--- src/rtl/u8u16_pkg.sv ---
// u8u16_pkg: shared constants, result word types and helpers for the UTF-8 to UTF-16 converter.
// No dependencies; compiled first.
package u8u16_pkg;

    localparam int COUNT_WIDTH_DEF = 24;
    localparam int SHOWN_WIDTH     = 24;
    localparam int MAX_RESULTS     = 3;

    // byte classes
    localparam logic [7:0] CONT_BASE = 8'h80;
    localparam logic [7:0] LEAD_1    = 8'hC0;
    localparam logic [7:0] LEAD_2    = 8'hE0;
    localparam logic [7:0] LEAD_3    = 8'hF0;
    localparam logic [7:0] LEAD_4    = 8'hF8;
    localparam logic [7:0] LEAD_5    = 8'hFC;

    // value ranges
    localparam logic [31:0] SUPP_BASE  = 32'h0001_0000;
    localparam logic [31:0] VALUE_END  = 32'h0011_0000;
    localparam logic [15:0] HI_SUR     = 16'hD800;
    localparam logic [15:0] LO_SUR     = 16'hDC00;
    localparam logic [23:0] SHOWN_MAX  = 24'hFF_FFFF;

    typedef struct packed {
        logic [15:0]            unit;
        logic                   is_terminator;
        logic [SHOWN_WIDTH-1:0] unit_count;
        logic                   last_of_run;
    } t_result;

    typedef struct packed {
        logic [1:0]                    num;   // 0..3 words
        t_result [MAX_RESULTS-1:0]     res;
    } t_bundle;

    // count as seen on the port, clipped to 24 bits
    function automatic logic [SHOWN_WIDTH-1:0] show_count(input logic [31:0] c);
        logic [SHOWN_WIDTH-1:0] r;
        if (c > 32'(SHOWN_MAX)) begin
            r = SHOWN_MAX;
        end else begin
            r = c[SHOWN_WIDTH-1:0];
        end
        return r;
    endfunction

endpackage

--- src/rtl/u8u16_in_if.sv ---
// u8u16_in_if: byte channel into the converter (valid/ready plus payload).
// Depends on nothing.
interface u8u16_in_if;
    logic       valid;
    logic       ready;
    logic [7:0] in_byte;
    logic       end_of_string;

    modport source (output valid, output in_byte, output end_of_string, input ready);
    modport sink   (input valid, input in_byte, input end_of_string, output ready);
endinterface

--- src/rtl/u8u16_out_if.sv ---
// u8u16_out_if: UTF-16 word channel out of the converter (valid/ready plus payload).
// Depends on nothing.
interface u8u16_out_if;
    logic        valid;
    logic        ready;
    logic [15:0] unit;
    logic        is_terminator;
    logic [23:0] unit_count;
    logic        last_of_run;

    modport source (output valid, output unit, output is_terminator, output unit_count,
                    output last_of_run, input ready);
    modport sink   (input valid, input unit, input is_terminator, input unit_count,
                    input last_of_run, output ready);
endinterface

--- src/rtl/utf8_to_utf16_converter.sv ---
// utf8_to_utf16_converter: top level - input register, decoder state and result register.
// Depends on u8u16_pkg, u8u16_in_if, u8u16_out_if, u8u16_decode and u8u16_out.
//
// Takes one UTF-8 byte per word on i_in and sends UTF-16 code units on o_out, each with a
// running unit count, plus a zero terminator word after the byte flagged end_of_string.
// Timing: a byte is held in the input register, is decoded in one pass and is loaded into
// the result register once that register is free; its words are then offered in order.
// A byte that yields at most one word lets the next byte in every cycle while the receiver
// takes each word as offered; a byte that yields k words (surrogate pair and/or terminator,
// k up to 3) holds the result register until all k are taken, and input waits until
// the last one is taken. Bytes that yield no word (lead and continuation bytes mid-sequence,
// ignored bytes after a halt) pass at one per cycle if the output is free. Sequences may be
// up to six bytes long (lead ranges C0, E0, F0, F8, FC); a stray continuation byte or a value
// at or past 0x110000 mutes the rest of the string, but the terminator still follows.
// COUNT_WIDTH sets the width of the internal unit counter, which saturates; the reported
// count is further clipped to 24 bits. All decoder state clears after each terminator.
module utf8_to_utf16_converter #(
    parameter int COUNT_WIDTH = u8u16_pkg::COUNT_WIDTH_DEF
) (
    input  logic        i_clk,
    input  logic        i_rst_n,
    u8u16_in_if.sink    i_in,
    u8u16_out_if.source o_out
);

    // input register
    logic       r_in_valid;
    logic [7:0] r_byte;
    logic       r_eos;

    // decoder state
    logic [2:0]             r_pend;
    logic [31:0]            r_code;
    logic                   r_halt;
    logic [COUNT_WIDTH-1:0] r_count;

    logic [2:0]             n_pend;
    logic [31:0]            n_code;
    logic                   n_halt;
    logic [COUNT_WIDTH-1:0] n_count;

    u8u16_pkg::t_bundle bundle;
    logic               out_free;
    logic               advance;

    // byte moves on once the result register is empty or drains its last word now
    assign advance    = r_in_valid && out_free;
    assign i_in.ready = !r_in_valid || advance;

    always_ff @(posedge i_clk) begin
        if (!i_rst_n) begin
            r_in_valid <= 1'b0;
        end else if (i_in.ready) begin
            r_in_valid <= i_in.valid;
        end
    end

    always_ff @(posedge i_clk) begin
        if (i_in.ready && i_in.valid) begin
            r_byte <= i_in.in_byte;
            r_eos  <= i_in.end_of_string;
        end
    end

    u8u16_decode #(
        .COUNT_WIDTH (COUNT_WIDTH)
    ) u_decode (
        .i_byte   (r_byte),
        .i_eos    (r_eos),
        .i_pend   (r_pend),
        .i_code   (r_code),
        .i_halt   (r_halt),
        .i_count  (r_count),
        .o_pend   (n_pend),
        .o_code   (n_code),
        .o_halt   (n_halt),
        .o_count  (n_count),
        .o_bundle (bundle)
    );

    // state follows each decoded byte
    always_ff @(posedge i_clk) begin
        if (!i_rst_n) begin
            r_pend  <= 3'd0;
            r_code  <= 32'd0;
            r_halt  <= 1'b0;
            r_count <= '0;
        end else if (advance) begin
            r_pend  <= n_pend;
            r_code  <= n_code;
            r_halt  <= n_halt;
            r_count <= n_count;
        end
    end

    u8u16_out u_out (
        .i_clk    (i_clk),
        .i_rst_n  (i_rst_n),
        .i_load   (advance && (bundle.num != 2'd0)),
        .i_bundle (bundle),
        .o_free   (out_free),
        .o_out    (o_out)
    );

endmodule

--- src/rtl/u8u16_decode.sv ---
// u8u16_decode: combinational step for one byte - next decoder state and up to three words.
// Depends on u8u16_pkg.
module u8u16_decode #(
    parameter int COUNT_WIDTH = u8u16_pkg::COUNT_WIDTH_DEF
) (
    input  logic [7:0]             i_byte,
    input  logic                   i_eos,
    input  logic [2:0]             i_pend,
    input  logic [31:0]            i_code,
    input  logic                   i_halt,
    input  logic [COUNT_WIDTH-1:0] i_count,
    output logic [2:0]             o_pend,
    output logic [31:0]            o_code,
    output logic                   o_halt,
    output logic [COUNT_WIDTH-1:0] o_count,
    output u8u16_pkg::t_bundle     o_bundle
);

    localparam logic [COUNT_WIDTH-1:0] CNT_MAX = '1;

    logic        emit;
    logic [31:0] val;
    logic [7:0]  base;
    logic [2:0]  len;
    logic [2:0]  pend_dec;
    logic [19:0] sup;
    logic [1:0]  units;
    logic [15:0] unit_a;
    logic [15:0] unit_b;
    logic [COUNT_WIDTH-1:0] cnt_a;
    logic [COUNT_WIDTH-1:0] cnt_b;
    logic [COUNT_WIDTH-1:0] cnt_end;
    logic        halt_v;
    logic        halt_s;
    logic [2:0]  pend_s;
    logic [31:0] code_s;

    // lead byte class
    always_comb begin
        if (i_byte >= u8u16_pkg::LEAD_5) begin
            base = u8u16_pkg::LEAD_5; len = 3'd5;
        end else if (i_byte >= u8u16_pkg::LEAD_4) begin
            base = u8u16_pkg::LEAD_4; len = 3'd4;
        end else if (i_byte >= u8u16_pkg::LEAD_3) begin
            base = u8u16_pkg::LEAD_3; len = 3'd3;
        end else if (i_byte >= u8u16_pkg::LEAD_2) begin
            base = u8u16_pkg::LEAD_2; len = 3'd2;
        end else begin
            base = u8u16_pkg::LEAD_1; len = 3'd1;
        end
    end

    assign pend_dec = i_pend - 3'd1;

    // sequence tracking
    always_comb begin
        emit   = 1'b0;
        val    = i_code;
        halt_s = i_halt;
        pend_s = i_pend;
        code_s = i_code;
        if (!i_halt) begin
            if (i_pend == 3'd0) begin
                if (i_byte < u8u16_pkg::CONT_BASE) begin
                    emit = 1'b1;
                    val  = 32'(i_byte);
                end else if (i_byte < u8u16_pkg::LEAD_1) begin
                    halt_s = 1'b1;             // stray continuation
                end else begin
                    code_s = 32'(i_byte - base);
                    pend_s = len;
                    val    = 32'(i_byte - base);
                    if (i_eos) begin
                        pend_s = 3'd0;
                        emit   = 1'b1;
                    end
                end
            end else begin
                if (i_byte[7:6] == 2'b10) begin
                    code_s = {i_code[25:0], i_byte[5:0]};
                    val    = {i_code[25:0], i_byte[5:0]};
                    pend_s = pend_dec;
                    if (pend_dec == 3'd0 || i_eos) begin
                        pend_s = 3'd0;
                        emit   = 1'b1;
                    end
                end else begin
                    // broken sequence: byte eaten, partial value goes out
                    pend_s = 3'd0;
                    emit   = 1'b1;
                end
            end
        end
    end

    // value to words
    assign sup = 20'(val - u8u16_pkg::SUPP_BASE);

    always_comb begin
        units  = 2'd0;
        halt_v = 1'b0;
        unit_a = val[15:0];
        unit_b = u8u16_pkg::LO_SUR + 16'(sup[9:0]);
        if (emit) begin
            if (val < u8u16_pkg::SUPP_BASE) begin
                units = 2'd1;
            end else if (val >= u8u16_pkg::VALUE_END) begin
                halt_v = 1'b1;
            end else begin
                units  = 2'd2;
                unit_a = u8u16_pkg::HI_SUR + 16'(sup[19:10]);
            end
        end
    end

    // saturating counts after each word
    assign cnt_a = (i_count == CNT_MAX) ? i_count : i_count + COUNT_WIDTH'(1);
    assign cnt_b = (cnt_a == CNT_MAX) ? cnt_a : cnt_a + COUNT_WIDTH'(1);

    always_comb begin
        case (units)
            2'd0:    cnt_end = i_count;
            2'd1:    cnt_end = cnt_a;
            default: cnt_end = cnt_b;
        endcase
    end

    // word bundle
    always_comb begin
        o_bundle.num = units + 2'(i_eos);

        o_bundle.res[0].unit          = (units != 2'd0) ? unit_a : 16'd0;
        o_bundle.res[0].is_terminator = (units == 2'd0);
        o_bundle.res[0].unit_count    = u8u16_pkg::show_count(32'((units != 2'd0) ? cnt_a
                                                                                  : i_count));
        o_bundle.res[1].unit          = (units == 2'd2) ? unit_b : 16'd0;
        o_bundle.res[1].is_terminator = (units != 2'd2);
        o_bundle.res[1].unit_count    = u8u16_pkg::show_count(32'((units == 2'd2) ? cnt_b
                                                                                  : cnt_end));
        o_bundle.res[2].unit          = 16'd0;
        o_bundle.res[2].is_terminator = 1'b1;
        o_bundle.res[2].unit_count    = u8u16_pkg::show_count(32'(cnt_end));

        for (int i = 0; i < u8u16_pkg::MAX_RESULTS; i++) begin
            o_bundle.res[i].last_of_run = ((2'(i) + 2'd1) == o_bundle.num);
        end
    end

    // state after the byte; string end clears everything
    always_comb begin
        if (i_eos) begin
            o_pend  = 3'd0;
            o_code  = 32'd0;
            o_halt  = 1'b0;
            o_count = '0;
        end else begin
            o_pend  = pend_s;
            o_code  = code_s;
            o_halt  = halt_s | halt_v;
            o_count = cnt_end;
        end
    end

endmodule

--- src/rtl/u8u16_out.sv ---
// u8u16_out: result register for one byte's words, sent one per cycle while ready.
// Depends on u8u16_pkg and u8u16_out_if.
module u8u16_out (
    input  logic               i_clk,
    input  logic               i_rst_n,
    input  logic               i_load,
    input  u8u16_pkg::t_bundle i_bundle,
    output logic               o_free,
    u8u16_out_if.source        o_out
);

    logic               r_valid;
    logic [1:0]         r_idx;
    u8u16_pkg::t_bundle r_bundle;
    u8u16_pkg::t_result cur;
    logic               pop;
    logic               last_pop;

    assign cur      = r_bundle.res[r_idx];
    assign pop      = r_valid && o_out.ready;
    assign last_pop = pop && ((r_idx + 2'd1) == r_bundle.num);
    assign o_free   = !r_valid || last_pop;

    assign o_out.valid         = r_valid;
    assign o_out.unit          = cur.unit;
    assign o_out.is_terminator = cur.is_terminator;
    assign o_out.unit_count    = cur.unit_count;
    assign o_out.last_of_run   = cur.last_of_run;

    always_ff @(posedge i_clk) begin
        if (!i_rst_n) begin
            r_valid <= 1'b0;
            r_idx   <= 2'd0;
        end else if (i_load) begin
            r_valid <= 1'b1;
            r_idx   <= 2'd0;
        end else if (last_pop) begin
            r_valid <= 1'b0;
            r_idx   <= 2'd0;
        end else if (pop) begin
            r_idx   <= r_idx + 2'd1;
        end
    end

    always_ff @(posedge i_clk) begin
        if (i_load) begin
            r_bundle <= i_bundle;
        end
    end

endmodule

--- src/flat_wrapper.sv ---
// flat-port wrapper written by rule: the top's interface ports become plain ports
module utf8_to_utf16_converter_flat 
#(
    parameter int COUNT_WIDTH = u8u16_pkg::COUNT_WIDTH_DEF
)
  (i_clk, i_rst_n, i_in_valid, i_in_in_byte, i_in_end_of_string, i_in_ready, o_out_valid, o_out_unit, o_out_is_terminator, o_out_unit_count, o_out_last_of_run, o_out_ready);
  u8u16_in_if i_in_i ();
  u8u16_out_if o_out_i ();
  input  logic i_clk;
  input  logic i_rst_n;
  input wire logic [$bits(i_in_i.valid)-1:0] i_in_valid;
  input wire logic [$bits(i_in_i.in_byte)-1:0] i_in_in_byte;
  input wire logic [$bits(i_in_i.end_of_string)-1:0] i_in_end_of_string;
  output wire logic [$bits(i_in_i.ready)-1:0] i_in_ready;
  output wire logic [$bits(o_out_i.valid)-1:0] o_out_valid;
  output wire logic [$bits(o_out_i.unit)-1:0] o_out_unit;
  output wire logic [$bits(o_out_i.is_terminator)-1:0] o_out_is_terminator;
  output wire logic [$bits(o_out_i.unit_count)-1:0] o_out_unit_count;
  output wire logic [$bits(o_out_i.last_of_run)-1:0] o_out_last_of_run;
  input wire logic [$bits(o_out_i.ready)-1:0] o_out_ready;
  assign i_in_i.valid = i_in_valid;
  assign i_in_i.in_byte = i_in_in_byte;
  assign i_in_i.end_of_string = i_in_end_of_string;
  assign i_in_ready = i_in_i.ready;
  assign o_out_valid = o_out_i.valid;
  assign o_out_unit = o_out_i.unit;
  assign o_out_is_terminator = o_out_i.is_terminator;
  assign o_out_unit_count = o_out_i.unit_count;
  assign o_out_last_of_run = o_out_i.last_of_run;
  assign o_out_i.ready = o_out_ready;
  utf8_to_utf16_converter #(.COUNT_WIDTH(COUNT_WIDTH)) u_core (.i_clk(i_clk), .i_rst_n(i_rst_n), .i_in(i_in_i), .o_out(o_out_i));
endmodule
--- config.mk ---
export PLATFORM = sky130hd
export DESIGN_NAME = utf8_to_utf16_converter_flat
export DESIGN_NICKNAME = d
export VERILOG_FILES = /design/src/rtl/u8u16_pkg.sv /design/src/rtl/u8u16_in_if.sv /design/src/rtl/u8u16_out_if.sv /design/src/rtl/utf8_to_utf16_converter.sv /design/src/rtl/u8u16_decode.sv /design/src/rtl/u8u16_out.sv /design/src/flat_wrapper.sv
export SDC_FILE = /design/constraint.sdc
export NUM_CORES = 1
export LEC_CHECK = 0
export BUFFER_PORTS_ARGS = -buffer_cell sky130_fd_sc_hd__buf_2
export CAP_MARGIN = 20
export CORE_MARGIN = 3
export CORE_UTILIZATION = 45
export DETAILED_ROUTE_END_ITERATION = 7
export GPL_TIMING_DRIVEN = 1
export SLEW_MARGIN = 30
export SYNTH_ARGS = -nofsm -noshare
export SYNTH_HDL_FRONTEND = slang
export SYNTH_SLANG_ARGS = --single-unit
--- constraint.sdc ---
create_clock -name i_clk -period 28.6 [get_ports i_clk]
set_input_delay 1.43 -clock i_clk [delete_from_list [all_inputs] [get_ports i_clk]]
set_output_delay 1.43 -clock i_clk [all_outputs]
set_load 0.005 [all_outputs]
Word-level counts from Yosys, hierarchy flattened
Cells that the tools add are included.
Word-level totals
  register bits after elaboration: 184
  latch bits: 0
  bits in writable memories: 0
  bits in read-only memories: 0
  output and inout port bits: 44
  word-level logic and storage cells: 129
  memories: 0
Cells by class
  add/subtract/negate cells: 9
  $mul: 0
  divide/modulo/power cells: 0
  $lt $le $gt $ge: 11
  eq/ne operators: 13
  shift operators: 0
  muxes and demuxes: 55
  bitwise gates (word level): 2
  reduce and logical (&&, ||, !) cells: 19
Operators by type and width (number)
  $mux W32: 9
  $mux W24: 5
  $bmux W42 S2: 1
  $add A24 B1 Y24 const B: 2
  $eq A24 B24 Y1 const B: 2
  $gt A24 B24 Y1 const B: 2
  $mux W16: 3
  $pmux W24 S2: 1
  $mux W42: 1
  $add A15 B11 Y16 const A: 2
  $ge A32 B21 Y1 const B: 1
  $ge A8 B8 Y1 const B: 4
  $lt A32 B17 Y1 const B: 1
  $mux W3: 9
  $mux W6: 4
  $sub A20 B17 Y20 const B: 1
  $mux W1: 17
  $lt A8 B8 Y1 const B: 2
  $mux W2: 5
  $sub A8 B8 Y9: 1
  $logic_not A3 Y1: 2
  $ne A3 B2 Y1 const B: 2
  $reduce_bool A2 Y1: 3
  $logic_and A1 B1 Y1: 5
  other kinds (19): 24

Depth between registers and ports, before layout
  depth after elaboration: 18
  mapped depth: 28
  depth with buffers taken out: 24

Hierarchy
Synthesis repeated with hierarchy kept, for this count alone.
Second synthesis, totals
  cells, all modules: 1438
  area total of the unflattened synthesis: 13175.1 µm²
Modules (own cells, without submodules)
  u8u16_decode: instances 1, cells each 855, area an instance 5282.6 µm², sequential area each 0.0 µm²
  u8u16_out: instances 1, cells each 293, area an instance 4963.5 µm², sequential area each 3903.7 µm²
  utf8_to_utf16_converter: instances 1, cells each 290, area an instance 2929.1 µm², sequential area each 1491.4 µm²

Worst setup path before layout
OpenSTA, ideal clock, no wires.
  kind: reg2reg
  start point: reg u_core.r_byte[6]
  end point: reg u_core.u_out.r_bundle[0] (netlist bit), enable pin
  library setup time: 0.609 ns
  arrival: 9.974 ns
  path slack: 18.017 ns
  stages on the path, launching flop included: 27
  period minus slack after synthesis: 10.583 ns
  cells stage by stage: edfxtp_1 > buf_2 > buf_2 > buf_1 > and3_1 > inv_1 > nor3_1 > inv_1 > nor2_1 > ha_1 > fa_1 > nand2b_1 > a211oi_1 > nand2b_1 > nor2_1 > a21o_1 > inv_1 > ha_1 > nand2_1 > nor3_1 > a21boi_1 > nand2_1 > clkbuf_1 > inv_1 > ha_1 > xnor2_1 > a21oi_1
Between the ends
  word-level cells in the longest chain between the ends: 17
  elaborated cells between the ends (all ways): 30
Ends and longest elaborated chain
  start, declared: RTL line utf8_to_utf16_converter.sv:28  | logic [7:0] r_byte;
  start signal, assigned: RTL line utf8_to_utf16_converter.sv:60  | r_byte <= i_in.in_byte;
  $ge A8 B8 Y1: RTL line u8u16_decode.sv:46  | end else if (i_byte >= u8u16_pkg::LEAD_2) begin
  $mux W6: RTL line u8u16_decode.sv:46
  $mux W6: RTL line u8u16_decode.sv:44  | end else if (i_byte >= u8u16_pkg::LEAD_3) begin
  $mux W6: RTL line u8u16_decode.sv:42  | end else if (i_byte >= u8u16_pkg::LEAD_4) begin
  $mux W6: RTL line u8u16_decode.sv:40  | if (i_byte >= u8u16_pkg::LEAD_5) begin
  $sub A8 B8 Y9: RTL line u8u16_decode.sv:72  | val = 32'(i_byte - base);
  $mux W32
  $mux W32: RTL line u8u16_decode.sv:64  | if (i_byte < u8u16_pkg::CONT_BASE) begin
  [2 not listed]
  $ge A32 B21 Y1: RTL line u8u16_decode.sv:107  | end else if (val >= u8u16_pkg::VALUE_END) begin
  $mux W2: RTL line u8u16_decode.sv:107
  $mux W2: RTL line u8u16_decode.sv:105  | if (val < u8u16_pkg::SUPP_BASE) begin
  $mux W2 (*): RTL line u8u16_decode.sv:104  | if (emit) begin
  $add A2 B1 Y2 (*): RTL line u8u16_decode.sv:130  | o_bundle.num = units + 2'(i_eos);
  $reduce_bool A2 Y1 (*): RTL line utf8_to_utf16_converter.sv:99  | .i_load (advance && (bundle.num != 2'd0)),
  $logic_and A1 B1 Y1 (*): RTL line utf8_to_utf16_converter.sv:99
  net u_core.u_out.i_load: RTL line u8u16_out.sv:6  | input logic i_load,
  end signal, assigned: RTL line u8u16_out.sv:47  | r_bundle <= i_bundle;
  end, declared: RTL line u8u16_out.sv:14  | u8u16_pkg::t_bundle r_bundle;
The timed path passes the listed nets; every way through them passes the cells marked *.
A chain may end at the register's enable or synchronous reset.

Worst setup path in the final report
  start point: reg u_core.r_byte[6]
  end point: reg u_core.u_out.r_bundle[61] (netlist bit), enable pin
Same word-level chain as after synthesis.

==> impl_metrics.json <==
{
  "status": "completed",
  "drt_wl_total_um": 32750,
  "ir_drop_uv": 37.81,
  "path_cells": "and3_1 -> inv_1 -> nor3_1 -> inv_1 -> nor2_1 -> ha_1 -> fa_1 -> nand2b_1 -> a211oi_1 -> nand2b_1 -> nor2_1 -> a21oi_1 -> ha_1 -> nand2_1 -> nor3_1 -> a21boi_1 -> nand2_1 -> inv_1 -> ha_1 -> xnor2_1 -> a21oi_4 -> buf_4 -> buf_4",
  "first_iter_violations": 890,
  "grt_antenna_before_repair": 0,
  "syn2layout_area_growth_pct": 9.181,
  "postCtsHoldBufs": 0,
  "fin_util_pct": 50.02,
  "gr-usage-all-layers_pct": 23.30,
  "final.setup.worst_slack_ns": 21.23,
  "insertion_delay_ns": 0.43,
  "synthAdderAreaFrac_pct": 1.471,
  "hold_viol_final": 0,
  "min_from": "u_core.r_pend[1]$_SDFFE_PN0P_",
  "fin_area_um2": 12630,
  "pwr_density_cell_nw_per_um2": 55.38,
  "syn-instance-count": 1275,
  "ios": 57,
  "drive_above_1_share_pct": 11.91,
  "startpoint": "u_core.r_byte[6]$_DFFE_PP_",
  "nFillCells": 2373,
  "synth-main-ff-cell": "edfxtp_1",
  "post-place-ws_ns": 21.07,
  "cp_max_fo": 61,
  "dpl_cell_area_um2": 11980,
  "route.detailed.drc": 0,
  "cp-end-kind": "flop",
  "grt_pass1_vias": 9274,
  "place_inst": 1582,
  "cts_resized": 0,
  "vias": 10040,
  "required_ns": 28.66,
  "worstPathArrival_ns": 7.43,
  "synth_top_family_by_area": "compound AO/OA/AOI/OAI gates",
  "synth_mux_area_share_pct": 4.920,
  "path_delay_family": "simple AND/OR/NAND/NOR gates",
  "timing.final.crit_share_pct": 25.76,
  "start_util_pct": 45.82,
  "place_congestion": 0.9046,
  "die_y_um": 166.4,
  "synth_cell_type_count": 99,
  "numCtsBuffers": 17,
  "hold_class": "reg2reg",
  "timing.rr.start": "u_core.r_byte[6]$_DFFE_PP_",
  "rows": 58,
  "clkSlewWorstSetupHoldPaths_ns": 0.07,
  "syn-num-nets": 1301,
  "netlist_area_um2": 11570,
  "worst-path-buf-inv": 5,
  "p_leak_nw": 4.191,
  "critPathKind": "reg2reg",
  "clkSinkCount": 179,
  "cts_tree": "built",
  "synth-edff-count": 115,
  "wire_per_inst_um": 20.28,
  "fmax_mhz": 135.7,
  "place_hpwl_um": 22320,
  "core-area_um2": 25250,
  "fin_nets": 1298,
  "slowest_delay_ns": 0.76,
  "final_common_cell": "nand2_1",
  "rsz0062_at_grt": "false",
  "post_cts_buffers": 0,
  "ys_seq_area_share_pct": 40.92,
  "crit_slowest_cell": "a21boi_1",
  "fin_crit_ns": 7.368,
  "layout_common_cells": "145 x nand2_1, 115 x edfxtp_1, 99 x nor2_1, 91 x o21ai_0, 68 x a21oi_1",
  "synth-seq-cells": 179,
  "synth_xor_area_share_pct": 5.298,
  "postSynth.asyncResetShare_pct": 0,
  "final_cells": 1615,
  "portBuffers": 56,
  "cts-root-buf": "clkbuf_16",
  "grt_pass1_wl_um": 52380,
  "fin_skew_ns": 0.01336,
  "synthSimpleGateAreaFrac_pct": 20.52,
  "diodes": 0,
  "clockBufferDepth": 2,
  "routed_via_density": 6.215,
  "maxCapViolations": 0,
  "grt_max_degree": 62,
  "slew_headroom_pct": 33.17,
  "synth-compound-area-share_pct": 22.13,
  "die-width_um": 166.4,
  "setup_tns_ns": 0,
  "grt_overflow": 0,
  "dieArea_um2": 27670,
  "drt-pass1-iter-count": 5,
  "yosysWarnings": 0,
  "htreeDepth": 4,
  "post_synth.cell_area_avg_um2": 9.075,
  "final_max_slew_viol_count": 0,
  "setup_viol": 0,
  "tightest_slew_ns": 0.9771,
  "antenna_left": 0,
  "setup.worst_path.start_class": "flop"
}
-- cell usage after synthesis, types with 5 or more instances --
master       n  area share [%]
o211ai_1    13            0.84
nor4b_1      5            0.38
and2_1      21             1.1
nor3_1      26             1.1
nand2_1    145             4.7
and3_1      13            0.70
a211oi_1    17             1.1
edfxtp_1   115              30
xor2_1      23             1.7
a31oi_1      5            0.27
o31ai_1     13            0.84
nand4_1     12            0.65
ha_1        12             1.3
o22ai_1     28             1.5
a22oi_1     11            0.71
a2111oi_0    7            0.53
nor2_1      99             3.2
a21boi_0    12            0.78
xnor2_1     47             3.6
inv_1       31             1.0
a22o_1       6            0.45
buf_2       18            0.78
o221ai_1     6            0.45
dfxtp_1     64              11
nand3b_1     5            0.32
mux2_2       7            0.68
a2bb2o_1     8            0.69
mux2i_1     49             4.2
or3_1        9            0.49
a311oi_1     5            0.38
buf_1       17            0.55
nand2b_1    21             1.1
o21a_1       8            0.52
nand3_1     19            0.82
clkbuf_1    50             1.6
o31a_1      10            0.76
nor2b_1     23             1.2
a21oi_1     69             3.0
nor3b_1      5            0.32
nor4_1      17            0.92
o21ai_0     92             4.0
-- path summary, 6_finish.rpt --
check | endpoint | slack, ns | cells after the start
worst max-delay path | u_core.u_out.r_bundle[61]$_SDFFCE_PN1P_ | 21.23 | 23
worst min-delay path | u_core.r_pend[1]$_SDFFE_PN0P_ | 0.47 | 2
worst max register to register | u_core.u_out.r_bundle[61]$_SDFFCE_PN1P_ | 21.23 | 23
worst min register to register | u_core.r_pend[1]$_SDFFE_PN0P_ | 0.47 | 2
-- worst reg2reg max path, cell delays in order (launching register included) --
cell and delay (ns):
edfxtp_1 0.56, and3_1 0.28, inv_1 0.11, nor3_1 0.09, inv_1 0.09, nor2_1 0.05, ha_1 0.20, fa_1 0.41
nand2b_1 0.20, a211oi_1 0.45, nand2b_1 0.29, nor2_1 0.12, a21oi_1 0.20, ha_1 0.22, nand2_1 0.09, nor3_1 0.29
a21boi_1 0.76, nand2_1 0.58, inv_1 0.18, ha_1 0.18, xnor2_1 0.17, a21oi_4 0.20, buf_4 0.51, buf_4 0.72
-- layout make-up --
type                       instances  area [µm²]  share of cell area [%]
clock buffer                      20       446.7                   3.536
clock inverter                    12       193.9                   1.535
inverter                          33       126.4                   1.000
multi-input combinational        969        6312                   49.97
sequential                       179        4737                   37.50
tap                              330       412.9                   3.268
timing repair buffer              72       404.1                   3.199
-- layer usage --
metal  GRT usage (%)  vias up  share of wire, %  wire, µm
met1           35.41     4837                48     15700
met3           4.023       68               7.2      2358
met4           7.712        0               2.3       740
li1                -     4747                 -         -
met5               0        -                 0         0
met2           33.62      385                43     13950
-- sequential cells by signal, indices dropped and copies added (netlist names) --
name,cells
u_core.u_out.r_bundle,106
u_core.r_code,32
u_core.u_out.o_out.valid,1
u_core.r_count,24
u_core.r_pend,3
u_core.r_halt,1
u_core.r_eos,1
u_core.u_out.r_idx,2
u_core.r_in_valid,1
u_core.r_byte,8
-- stage by stage --
step | hold WS (ns) | total power [mW]
6_report | 0.4670 | 0.6997
2_1_floorplan | 0.4435 | 0.4039
3_5_place_dp | 0.4608 | 0.4430
3_3_place_gp | 0.4546 | 0.4413
5_1_grt | 0.5162 | 0.7285
4_1_cts | 0.4715 | 0.7026
-- where the power goes --
group	total (mW)	leakage, nW	switching [mW]	internal (mW)
combinational	0.129	2.33	0.0872	0.0420
clock	0.260	0.310	0.109	0.151
sequential	0.310	1.55	0.00997	0.300
total	0.700	4.19	0.206	0.494
-- logic make-up (layout without fill, tap and decap cells) --
logic type / after synthesis / after routing
DFF: 179 / 179
muxes: 56 / 56
xor gates and xnor gates: 70 / 70
and+or+nand+nor: 460 / 460
buffers and inverters: 127 / 137
AOI/OAI and AO/OA: 370 / 370
adders and majority gates: 13 / 13
Note: power is estimated with default switching activity, not from simulation.
